## config.mk

```make
export PLATFORM = sky130hd
export DESIGN_NAME = bubble_sorter_with_order_modes_flat
export DESIGN_NICKNAME = d
export VERILOG_FILES = /design/src/sv/bso_pkg.sv /design/src/sv/bso_if.sv /design/src/sv/bso_div.sv /design/src/sv/bso_dp.sv /design/src/sv/bso_ctrl.sv /design/src/sv/bubble_sorter_with_order_modes.sv /design/src/flat_wrapper.sv
export SDC_FILE = /design/constraint.sdc
export NUM_CORES = 2
export LEC_CHECK = 0
export ABC_AREA = 1
export BUFFER_PORTS_ARGS = -buffer_cell sky130_fd_sc_hd__buf_4
export CORE_UTILIZATION = 30
export DETAILED_ROUTE_END_ITERATION = 8
export PLACE_DENSITY = 0.47
export SYNTH_ARGS = -nofsm -noshare
export SYNTH_HDL_FRONTEND = slang
export SYNTH_SLANG_ARGS = --single-unit
```

## constraint.sdc

```tcl
create_clock -name clock -period 6.5 [get_ports clock]
set_input_delay 1.3 -clock clock [delete_from_list [all_inputs] [get_ports clock]]
set_output_delay 1.3 -clock clock [all_outputs]
set_load 0.005 [all_outputs]
```

## src/sv/bso_pkg.sv

```systemverilog
`timescale 1ns / 1ps
package bso_pkg;

   localparam int CAPACITY  = 64;
   localparam int DATA_W    = 32;
   localparam int MODE_W    = 2;
   localparam int IDX_W     = $clog2(CAPACITY);
   localparam int CNT_W     = $clog2(CAPACITY + 1);
   localparam int DIV_CNT_W = $clog2(DATA_W);

   localparam logic [MODE_W-1:0] MODE_ASCEND  = 2'd0;
   localparam logic [MODE_W-1:0] MODE_DESCEND = 2'd1;
   localparam logic [MODE_W-1:0] MODE_REMAIN  = 2'd2;

   typedef enum logic [3:0] {
      S_LOAD,
      S_PASS_START,
      S_PASS_CARRY,
      S_READ,
      S_LATCH,
      S_DIV,
      S_STEP,
      S_PASS_END,
      S_EMIT_RD,
      S_EMIT_LD,
      S_EMIT_WAIT
   } state_type;

   typedef enum logic [3:0] {
      OP_NONE,
      OP_LOAD,
      OP_CARRY,
      OP_LATCH_B,
      OP_STEP,
      OP_PASS_END,
      OP_EMIT_LOAD,
      OP_EMIT_NEXT
   } op_type;

   typedef enum logic [1:0] {
      RD_NONE,
      RD_ZERO,
      RD_NEXT,
      RD_EMIT
   } rd_sel_type;

   typedef struct packed {
      op_type     op;
      rd_sel_type rd_sel;
   } cmd_type;

   typedef struct packed {
      logic n_gt1;       // more than one element held
      logic pair_more;   // another pair follows the current one
      logic pass_last;   // current pass is the final one
      logic div_busy;
      logic emit_last;   // current emit index is the final element
      logic rsp_taken;
   } status_type;

endpackage

```

## src/sv/bso_if.sv

```systemverilog
`timescale 1ns / 1ps
interface bso_req_if;
   import bso_pkg::*;
   logic                     valid;
   logic                     ready;
   logic signed [DATA_W-1:0] value;
   logic                     last_in;
   modport source (output valid, value, last_in, input ready);
   modport sink   (input valid, value, last_in, output ready);
endinterface

interface bso_rsp_if;
   import bso_pkg::*;
   logic                     valid;
   logic                     ready;
   logic signed [DATA_W-1:0] sorted_value;
   logic                     last_out;
   logic                     overflowed;
   modport source (output valid, sorted_value, last_out, overflowed, input ready);
   modport sink   (input valid, sorted_value, last_out, overflowed, output ready);
endinterface

interface bso_csr_if;
   import bso_pkg::*;
   logic              valid;
   logic              ready;
   logic [MODE_W-1:0] data;
   modport source (output valid, data, input ready);
   modport sink   (input valid, data, output ready);
endinterface

```

## src/sv/bso_div.sv

```systemverilog
`timescale 1ns / 1ps
// Restoring remainder unit, one quotient bit per cycle.
module bso_div (
   input  logic                        clock,
   input  logic                        reset,
   input  logic                        start,
   input  logic [bso_pkg::DATA_W-1:0]  dividend,
   input  logic [bso_pkg::DATA_W-1:0]  divisor,
   output logic                        busy,
   output logic [bso_pkg::DATA_W-1:0]  remainder
);
   import bso_pkg::*;

   logic                 busy_ff, busy_in;
   logic [DIV_CNT_W-1:0] cnt_ff, cnt_in;
   logic [DATA_W-1:0]    quo_ff, quo_in;
   logic [DATA_W-1:0]    rem_ff, rem_in;
   logic [DATA_W-1:0]    dvs_ff, dvs_in;
   logic [DATA_W:0]      trial;
   logic [DATA_W:0]      diff;

   always_comb begin
      trial   = {rem_ff, quo_ff[DATA_W-1]};
      diff    = trial - {1'b0, dvs_ff};
      busy_in = busy_ff;
      cnt_in  = cnt_ff;
      quo_in  = quo_ff;
      rem_in  = rem_ff;
      dvs_in  = dvs_ff;
      if (start) begin
         busy_in = 1'b1;
         cnt_in  = DIV_CNT_W'(DATA_W - 1);
         quo_in  = dividend;
         rem_in  = '0;
         dvs_in  = divisor;
      end else if (busy_ff) begin
         quo_in = {quo_ff[DATA_W-2:0], 1'b0};
         rem_in = diff[DATA_W] ? trial[DATA_W-1:0] : diff[DATA_W-1:0];
         cnt_in = cnt_ff - 1'b1;
         if (cnt_ff == '0) begin
            busy_in = 1'b0;
         end
      end
   end

   always_ff @(posedge clock) begin
      if (reset) begin
         busy_ff <= 1'b0;
      end else begin
         busy_ff <= busy_in;
      end
      cnt_ff <= cnt_in;
      quo_ff <= quo_in;
      rem_ff <= rem_in;
      dvs_ff <= dvs_in;
   end

   assign busy      = busy_ff;
   assign remainder = rem_ff;

endmodule

```

## src/sv/bso_dp.sv

```systemverilog
`timescale 1ns / 1ps
module bso_dp (
   input  logic                        clock,
   input  logic                        reset,
   input  bso_pkg::cmd_type            cmd,
   output bso_pkg::status_type         status,
   input  logic [bso_pkg::DATA_W-1:0]  req_value,
   input  logic                        req_last_in,
   input  logic                        csr_valid,
   input  logic [bso_pkg::MODE_W-1:0]  csr_data,
   input  logic                        rsp_ready,
   output logic                        rsp_valid,
   output logic [bso_pkg::DATA_W-1:0]  rsp_sorted_value,
   output logic                        rsp_last_out,
   output logic                        rsp_overflowed
);
   import bso_pkg::*;

   logic [DATA_W-1:0] store_mem [CAPACITY];
   logic [DATA_W-1:0] rd_data_ff;

   logic [MODE_W-1:0] mode_ff, mode_in;
   logic [CNT_W-1:0]  count_ff, count_in;
   logic              drop_ff, drop_in;
   logic [CNT_W-1:0]  pass_ff, pass_in;
   logic [IDX_W-1:0]  j_ff, j_in;
   logic [IDX_W-1:0]  k_ff, k_in;
   logic [DATA_W-1:0] carry_ff, carry_in;
   logic [DATA_W-1:0] b_ff, b_in;
   logic              vld_ff, vld_in;
   logic [DATA_W-1:0] out_val_ff, out_val_in;
   logic              out_last_ff, out_last_in;
   logic              out_ovf_ff, out_ovf_in;

   logic              wr_en;
   logic [IDX_W-1:0]  wr_addr;
   logic [DATA_W-1:0] wr_data;
   logic              rd_en;
   logic [IDX_W-1:0]  rd_addr;
   logic              swap;
   logic              div_start;
   logic              div_busy;
   logic [DATA_W-1:0] div_rem;
   logic [DATA_W-1:0] rd_mag;
   logic [CNT_W-1:0]  last_idx;

   bso_div u_div (
      .clock     (clock),
      .reset     (reset),
      .start     (div_start),
      .dividend  (carry_ff),
      .divisor   (rd_mag),
      .busy      (div_busy),
      .remainder (div_rem)
   );

   assign rd_mag    = rd_data_ff[DATA_W-1] ? (~rd_data_ff + 1'b1) : rd_data_ff;
   assign div_start = (cmd.op == OP_LATCH_B) && (mode_ff == MODE_REMAIN);
   assign last_idx  = count_ff - 1'b1;

   // compare of carried element a against following element b
   always_comb begin
      case (mode_ff)
         MODE_ASCEND:  swap = $signed(carry_ff) > $signed(b_ff);
         MODE_DESCEND: swap = $signed(b_ff) > $signed(carry_ff);
         MODE_REMAIN:  swap = (carry_ff != '0) && (b_ff != '0) &&
                              !carry_ff[DATA_W-1] && (div_rem != '0);
         default:      swap = 1'b0;
      endcase
   end

   always_comb begin
      rd_en   = 1'b1;
      rd_addr = '0;
      case (cmd.rd_sel)
         RD_ZERO: rd_addr = '0;
         RD_NEXT: rd_addr = j_ff + 1'b1;
         RD_EMIT: rd_addr = k_ff;
         default: rd_en   = 1'b0;
      endcase
   end

   always_comb begin
      mode_in     = csr_valid ? csr_data : mode_ff;
      count_in    = count_ff;
      drop_in     = drop_ff;
      pass_in     = pass_ff;
      j_in        = j_ff;
      k_in        = k_ff;
      carry_in    = carry_ff;
      b_in        = b_ff;
      vld_in      = vld_ff && !rsp_ready;
      out_val_in  = out_val_ff;
      out_last_in = out_last_ff;
      out_ovf_in  = out_ovf_ff;
      wr_en       = 1'b0;
      wr_addr     = j_ff;
      wr_data     = carry_ff;
      case (cmd.op)
         OP_LOAD: begin
            if (count_ff < CNT_W'(CAPACITY)) begin
               wr_en    = 1'b1;
               wr_addr  = count_ff[IDX_W-1:0];
               wr_data  = req_value;
               count_in = count_ff + 1'b1;
            end else begin
               drop_in = 1'b1;
            end
            if (req_last_in) begin
               pass_in = '0;
            end
         end
         OP_CARRY: begin
            carry_in = rd_data_ff;
            j_in     = '0;
         end
         OP_LATCH_B: begin
            b_in = rd_data_ff;
         end
         OP_STEP: begin
            wr_en    = 1'b1;
            wr_addr  = j_ff;
            wr_data  = swap ? b_ff : carry_ff;
            carry_in = swap ? carry_ff : b_ff;
            j_in     = j_ff + 1'b1;
         end
         OP_PASS_END: begin
            wr_en   = 1'b1;
            wr_addr = last_idx[IDX_W-1:0];
            wr_data = carry_ff;
            pass_in = pass_ff + 1'b1;
            k_in    = '0;
         end
         OP_EMIT_LOAD: begin
            vld_in      = 1'b1;
            out_val_in  = rd_data_ff;
            out_last_in = status.emit_last;
            out_ovf_in  = drop_ff;
         end
         OP_EMIT_NEXT: begin
            k_in = k_ff + 1'b1;
            if (status.emit_last) begin
               count_in = '0;
               drop_in  = 1'b0;
            end
         end
         default: begin
         end
      endcase
   end

   always_ff @(posedge clock) begin
      if (wr_en) begin
         store_mem[wr_addr] <= wr_data;
      end
      if (rd_en) begin
         rd_data_ff <= store_mem[rd_addr];
      end
   end

   always_ff @(posedge clock) begin
      if (reset) begin
         mode_ff  <= MODE_ASCEND;
         count_ff <= '0;
         drop_ff  <= 1'b0;
         vld_ff   <= 1'b0;
      end else begin
         mode_ff  <= mode_in;
         count_ff <= count_in;
         drop_ff  <= drop_in;
         vld_ff   <= vld_in;
      end
      pass_ff     <= pass_in;
      j_ff        <= j_in;
      k_ff        <= k_in;
      carry_ff    <= carry_in;
      b_ff        <= b_in;
      out_val_ff  <= out_val_in;
      out_last_ff <= out_last_in;
      out_ovf_ff  <= out_ovf_in;
   end

   always_comb begin
      status.n_gt1     = count_ff > CNT_W'(1);
      status.pair_more = (CNT_W'(j_ff) + CNT_W'(2)) < count_ff;
      status.pass_last = (pass_ff + 1'b1) == count_ff;
      status.div_busy  = div_busy;
      status.emit_last = (CNT_W'(k_ff) + 1'b1) == count_ff;
      status.rsp_taken = vld_ff && rsp_ready;
   end

   assign rsp_valid        = vld_ff;
   assign rsp_sorted_value = out_val_ff;
   assign rsp_last_out     = out_last_ff;
   assign rsp_overflowed   = out_ovf_ff;

endmodule

```

## src/sv/bso_ctrl.sv

```systemverilog
`timescale 1ns / 1ps
module bso_ctrl (
   input  logic                 clock,
   input  logic                 reset,
   input  logic                 req_valid,
   input  logic                 req_last_in,
   output logic                 req_ready,
   input  bso_pkg::status_type  status,
   output bso_pkg::cmd_type     cmd
);
   import bso_pkg::*;

   state_type state_ff, state_in;

   always_comb begin
      state_in = state_ff;
      case (state_ff)
         S_LOAD: begin
            if (req_valid && req_last_in) begin
               state_in = S_PASS_START;
            end
         end
         S_PASS_START: state_in = S_PASS_CARRY;
         S_PASS_CARRY: state_in = status.n_gt1 ? S_READ : S_PASS_END;
         S_READ:       state_in = S_LATCH;
         S_LATCH:      state_in = S_DIV;
         S_DIV: begin
            if (!status.div_busy) begin
               state_in = S_STEP;
            end
         end
         S_STEP:       state_in = status.pair_more ? S_READ : S_PASS_END;
         S_PASS_END:   state_in = status.pass_last ? S_EMIT_RD : S_PASS_START;
         S_EMIT_RD:    state_in = S_EMIT_LD;
         S_EMIT_LD:    state_in = S_EMIT_WAIT;
         S_EMIT_WAIT: begin
            if (status.rsp_taken) begin
               state_in = status.emit_last ? S_LOAD : S_EMIT_RD;
            end
         end
         default:      state_in = S_LOAD;
      endcase
   end

   always_comb begin
      req_ready  = 1'b0;
      cmd.op     = OP_NONE;
      cmd.rd_sel = RD_NONE;
      case (state_ff)
         S_LOAD: begin
            req_ready = 1'b1;
            if (req_valid) begin
               cmd.op = OP_LOAD;
            end
         end
         S_PASS_START: cmd.rd_sel = RD_ZERO;
         S_PASS_CARRY: cmd.op     = OP_CARRY;
         S_READ:       cmd.rd_sel = RD_NEXT;
         S_LATCH:      cmd.op     = OP_LATCH_B;
         S_STEP:       cmd.op     = OP_STEP;
         S_PASS_END:   cmd.op     = OP_PASS_END;
         S_EMIT_RD:    cmd.rd_sel = RD_EMIT;
         S_EMIT_LD:    cmd.op     = OP_EMIT_LOAD;
         S_EMIT_WAIT: begin
            if (status.rsp_taken) begin
               cmd.op = OP_EMIT_NEXT;
            end
         end
         default: begin
         end
      endcase
   end

   always_ff @(posedge clock) begin
      if (reset) begin
         state_ff <= S_LOAD;
      end else begin
         state_ff <= state_in;
      end
   end

endmodule

```

## src/sv/bubble_sorter_with_order_modes.sv

```systemverilog
`timescale 1ns / 1ps
// Bubble sorter with selectable order.
// req: one signed 32-bit element per transfer; last_in closes the set.
//   Up to 64 elements are kept; further elements are dropped and the set's
//   results carry overflowed = 1. A last_in on a dropped element still sorts.
// csr: 2-bit order mode (0 ascending, 1 descending, 2 remainder order),
//   always ready; write it only while no set is in progress.
// rsp: one transfer per held element in index order, last_out on the final one.
// Sequence: req is ready whenever the sorter loads. Once last_in arrives, the
//   block runs n passes of n-1 compare-swaps; each pass carries element 0, and
//   each pair reads the next element from the single-read-port memory, waits on
//   the bit-serial remainder unit in remainder mode and writes one back. Emission
//   holds each element in the output register until rsp takes it.
// Stalls: a result waits in the output register until rsp.ready; the sorter
//   does not accept a new set until the last result has been transferred.
// Reset: mode 0, empty set, no result pending; the element memory itself is
//   not cleared and needs no clearing pass.
module bubble_sorter_with_order_modes (
   input logic       clock,
   input logic       reset,
   bso_req_if.sink   req_chan,
   bso_rsp_if.source rsp_chan,
   bso_csr_if.sink   csr_chan
);
   import bso_pkg::*;

   cmd_type    cmd;
   status_type status;

   // config port never stalls
   assign csr_chan.ready = 1'b1;

   // sequencer: load, pass/pair loops, emit
   bso_ctrl u_ctrl (
      .clock       (clock),
      .reset       (reset),
      .req_valid   (req_chan.valid),
      .req_last_in (req_chan.last_in),
      .req_ready   (req_chan.ready),
      .status      (status),
      .cmd         (cmd)
   );

   // element memory, carry/compare logic, remainder unit, output register
   bso_dp u_dp (
      .clock            (clock),
      .reset            (reset),
      .cmd              (cmd),
      .status           (status),
      .req_value        (req_chan.value),
      .req_last_in      (req_chan.last_in),
      .csr_valid        (csr_chan.valid),
      .csr_data         (csr_chan.data),
      .rsp_ready        (rsp_chan.ready),
      .rsp_valid        (rsp_chan.valid),
      .rsp_sorted_value (rsp_chan.sorted_value),
      .rsp_last_out     (rsp_chan.last_out),
      .rsp_overflowed   (rsp_chan.overflowed)
   );

endmodule
```

## src/flat_wrapper.sv

```systemverilog
// flat-port wrapper written by rule: the top's interface ports become plain ports
module bubble_sorter_with_order_modes_flat import bso_pkg::*;
  (clock, reset, req_chan_valid, req_chan_value, req_chan_last_in, req_chan_ready, rsp_chan_valid, rsp_chan_sorted_value, rsp_chan_last_out, rsp_chan_overflowed, rsp_chan_ready, csr_chan_valid, csr_chan_data, csr_chan_ready);
  bso_req_if req_chan_i ();
  bso_rsp_if rsp_chan_i ();
  bso_csr_if csr_chan_i ();
  input logic clock;
  input logic reset;
  input wire logic [$bits(req_chan_i.valid)-1:0] req_chan_valid;
  input wire logic [$bits(req_chan_i.value)-1:0] req_chan_value;
  input wire logic [$bits(req_chan_i.last_in)-1:0] req_chan_last_in;
  output wire logic [$bits(req_chan_i.ready)-1:0] req_chan_ready;
  output wire logic [$bits(rsp_chan_i.valid)-1:0] rsp_chan_valid;
  output wire logic [$bits(rsp_chan_i.sorted_value)-1:0] rsp_chan_sorted_value;
  output wire logic [$bits(rsp_chan_i.last_out)-1:0] rsp_chan_last_out;
  output wire logic [$bits(rsp_chan_i.overflowed)-1:0] rsp_chan_overflowed;
  input wire logic [$bits(rsp_chan_i.ready)-1:0] rsp_chan_ready;
  input wire logic [$bits(csr_chan_i.valid)-1:0] csr_chan_valid;
  input wire logic [$bits(csr_chan_i.data)-1:0] csr_chan_data;
  output wire logic [$bits(csr_chan_i.ready)-1:0] csr_chan_ready;
  assign req_chan_i.valid = req_chan_valid;
  assign req_chan_i.value = req_chan_value;
  assign req_chan_i.last_in = req_chan_last_in;
  assign req_chan_ready = req_chan_i.ready;
  assign rsp_chan_valid = rsp_chan_i.valid;
  assign rsp_chan_sorted_value = rsp_chan_i.sorted_value;
  assign rsp_chan_last_out = rsp_chan_i.last_out;
  assign rsp_chan_overflowed = rsp_chan_i.overflowed;
  assign rsp_chan_i.ready = rsp_chan_ready;
  assign csr_chan_i.valid = csr_chan_valid;
  assign csr_chan_i.data = csr_chan_data;
  assign csr_chan_ready = csr_chan_i.ready;
  bubble_sorter_with_order_modes u_core (.clock(clock), .reset(reset), .req_chan(req_chan_i), .rsp_chan(rsp_chan_i), .csr_chan(csr_chan_i));
endmodule
```

==> results.md <==
- Commonest non-fill, non-tap cell in the layout: edfxtp_1
- RePlAce Congestion: approximately 0.85
- Total track usage: 18.5%
- Post-Syn Instances: 7893
- Layout cell share with drive strength beyond 1: between 10% and 20%
- Initial antenna violation count: 15
- Yosys cell types: between 50 and 60
- DIE WIDTH: around 570 um
- Seq/Total Area, Yosys: 71.3%
- Wire per inst: between 20 and 25 um
- Synthesis-to-finish area growth: 14.8%
- CP Capture Type: flip-flop
- Clock-pin slew on the worst setup and hold paths: 0.06 ns
- Die area: 324000 sq um
- Startpoint class of the critical path: flip-flop
- Grt total ovfl: 0
- DR iter-0 viols: 7058
- Most frequent cells in the layout: edfxtp_1 (2261), nor2_1 (1356), o21ai_0 (1089)
- Final Instance Area: roughly 110000 sq um
- Initial Util: between 30% and 40%
- Skew final: about 0.080 ns
- Tmin final: between 4 and 5 ns
- Setup TNS: 0 ns
- Vias post-DR: ~64000
- Synth async-reset ratio: 0%
- Residual DRC count: 0
- Syn Area/Cell: approximately 12 sq um
- Resize count post-CTS: 0
- Top cell type's share of synthesized area: around 70%
- CTS sink count: around 2300
- Number of synthesized flops with an enable pin: ~2300
- Ys flop type: edfxtp_1
- PnR Total Power: approximately 33 mW
- Worst-skew pair later-pin latency: between 0.9 and 1 ns
- First-pass GRT wire length: between 400 and 500 mm
- Power per cell area: 300 nW/um^2
- Final Cycle Share: around 76%
- Port buffer count: between 70 and 80
- CP max stage delay: 0.69 ns
- Synth area leaders: edfxtp_1 (70%), o21ai_0 (5.6%), nor2_1 (5.5%)
- Pin count of the biggest net entering global routing: 172
- Ys Warns: 0
- H-tree Lvls: 4
- RSZ-0062 raised after global routing: false
- Cell at the slowest stage of the critical path: nor2_4
- Yosys reg bits: between 2000 and 2500
- Layout net count: 8036
- CTS Root Buffer Type: clkbuf_16
- Die height: approximately 570 um
- Max_slew headroom: ~7.2%
- P_leak: 36.1 nW
- Hold buffer count at CTS: 0
- Hold WC Path Type: flip-flop to flip-flop
- CTS tree: yes
- MaxCap Viol Count: 0
- Crit path cell chain: nand2_1, nor2_1, inv_2, nand2_2, nor3_1, nor2_4, o21ai_2, a21boi_1, inv_1, nor2_1, nand2_1, nor2_4, buf_12
- TritonCTS Buffers: ~250
- ANT nets after route: 0
- Crit-path max FO: 17
- Hold_ws: roughly 0.46 ns
- Post-Place Cell Area: a little over 100000 sq um
- Post-CTS Setup Inserts: 0
- Row count: between 200 and 250
- Std-Cell Core Area: approximately 320000 sq um
- Via density: 5.11
- Drt pass-1 iters: 6
- Most area-hungry cell type in the Yosys netlist: edfxtp_1
- Hold Fails Final Rpt: 0
- Kind of critical path: flip-flop to flip-flop
- Final setup fails: 0
- Pins Over Slew Limit: 0
- Status: finished, final reports clean
- Max Freq: between 0.2 and 0.25 GHz
- Worst EP arrival: 5.49 ns
- Mapped Nets: approximately 8000
- Max clock buf depth: 4
- Routed WL: about 310 mm
- CP required: 7.08 ns
- Tightest Pin Transition: roughly 1.4 ns
- I/O Pins: 77
- Maximum VDD drop: 0.256 mV
- Post-detail-place hpwl: between 150 and 200 mm
- Vias in the first global route: ~60000
- Syn Std Cell Area: roughly 97000 sq um
## layout make-up
| class | count | area, sq um |
|---|---|---|
| multi-input cells | 4743 | 25200 |
| fillers | 31300 | 210000 |
| clock buffers | 295 | 6340 |
| flip-flops and latches | 2314 | 69000 |
| inverters | 340 | 1300 |
| diodes | 7 | 17.5 |
| repair buffers | 272 | 2480 |
| well taps | 4305 | 5390 |
| clock inverters | 150 | 1340 |
## logic make-up (layout without fill, tap and decap cells)
kind of cell             after synthesis  after routing  share of synthesized area (%)
AO/OA/AOI/OAI                       1969           1969                           12.2
adder cells (fa/ha/maj)               80             80                           1.04
XOR/XNOR                              77             77                          0.698
other                                  1              8                        0.00388
AND/OR/NAND/NOR                     2616           2616                           11.2
flip-flops                          2314           2314                           71.3
buffers and inverters                836           1057                           3.52
## through the flow
step | util [%] | instances | worst slack, ns
2_1_floorplan | - | 7893 | 0.847
5_1_grt | 34.6 | 12400 | 1.29
4_1_cts | 34.6 | 12400 | 1.73
6_report | 34.6 | 12400 | 1.59
3_3_place_gp | 32.2 | 12000 | 1.20
3_5_place_dp | 32.2 | 12000 | 1.26
## critical path: cells and delay by family (launching register included)
kind | cells | cell delay [ns]
buf+inv | 3 | 0.62
compound gates | 2 | 0.59
flops | 1 | 0.39
simple gates | 8 | 2.98
## synthesized netlist by cell type, drive strengths merged (49+ instances only)
cell type and instances:
edfxtp 2261, nor2 1432, o21ai 1127, o211ai 670
nand2 584, nand3 408, inv 338, clkbuf 296
buf 200, or2 103, a21oi 85, ha 79
xor2 57, dfxtp 53, nand4 49
## metal layers
layer | vias to the layer above | global-route usage [%] | wire length [um]
met5 | - | 0 | 0
met4 | 0 | 5.49 | 9250
met3 | 394 | 2.97 | 21900
met2 | 2288 | 27.8 | 135000
met1 | 32000 | 27.1 | 141000
li1 | 28900 | - | -
## state kept, by name, indices dropped and copies added (netlist names)
register,count
u_core.u_dp.store_mem,2048
u_core.u_dp.b_ff,32
u_core.u_dp.carry_ff,32
u_core.u_dp.rd_data_ff,32
u_core.u_dp.rsp_sorted_value,32
u_core.u_dp.u_div.dvs_ff,32
u_core.u_dp.u_div.quo_ff,32
u_core.u_dp.u_div.remainder,32
u_core.u_dp.count_ff,7
u_core.u_dp.pass_ff,7
u_core.u_dp.j_ff,6
u_core.u_dp.k_ff,6
u_core.u_dp.u_div.cnt_ff,5
u_core.u_ctrl.state_ff,4
u_core.u_dp.mode_ff,2
u_core.u_dp.drop_ff,1
u_core.u_dp.rsp_last_out,1
u_core.u_dp.rsp_overflowed,1
u_core.u_dp.rsp_valid,1
u_core.u_dp.u_div.busy,1
## final timing paths
path,to,slack (ns),cells after the start,from
min reg2reg,u_core.u_dp.rsp_overflowed$_DFFE_PP_,0.46,0,u_core.u_dp.drop_ff$_SDFFE_PP0P_
min,u_core.u_dp.rsp_overflowed$_DFFE_PP_,0.46,0,u_core.u_dp.drop_ff$_SDFFE_PP0P_
max,u_core.u_dp.store_mem[11][10]$_DFFE_PP_,1.59,13,u_core.u_ctrl.state_ff[2]$_SDFFE_PP0P_
max reg2reg,u_core.u_dp.store_mem[11][10]$_DFFE_PP_,1.59,13,u_core.u_ctrl.state_ff[2]$_SDFFE_PP0P_
## power breakdown
group	leakage [nW]	internal [mW]	switching, mW
clock network	3.73	7.81	5.85
registers	20.8	17.1	0.128
logic	11.6	0.389	1.97
Note: power is estimated with default switching activity, not from simulation.
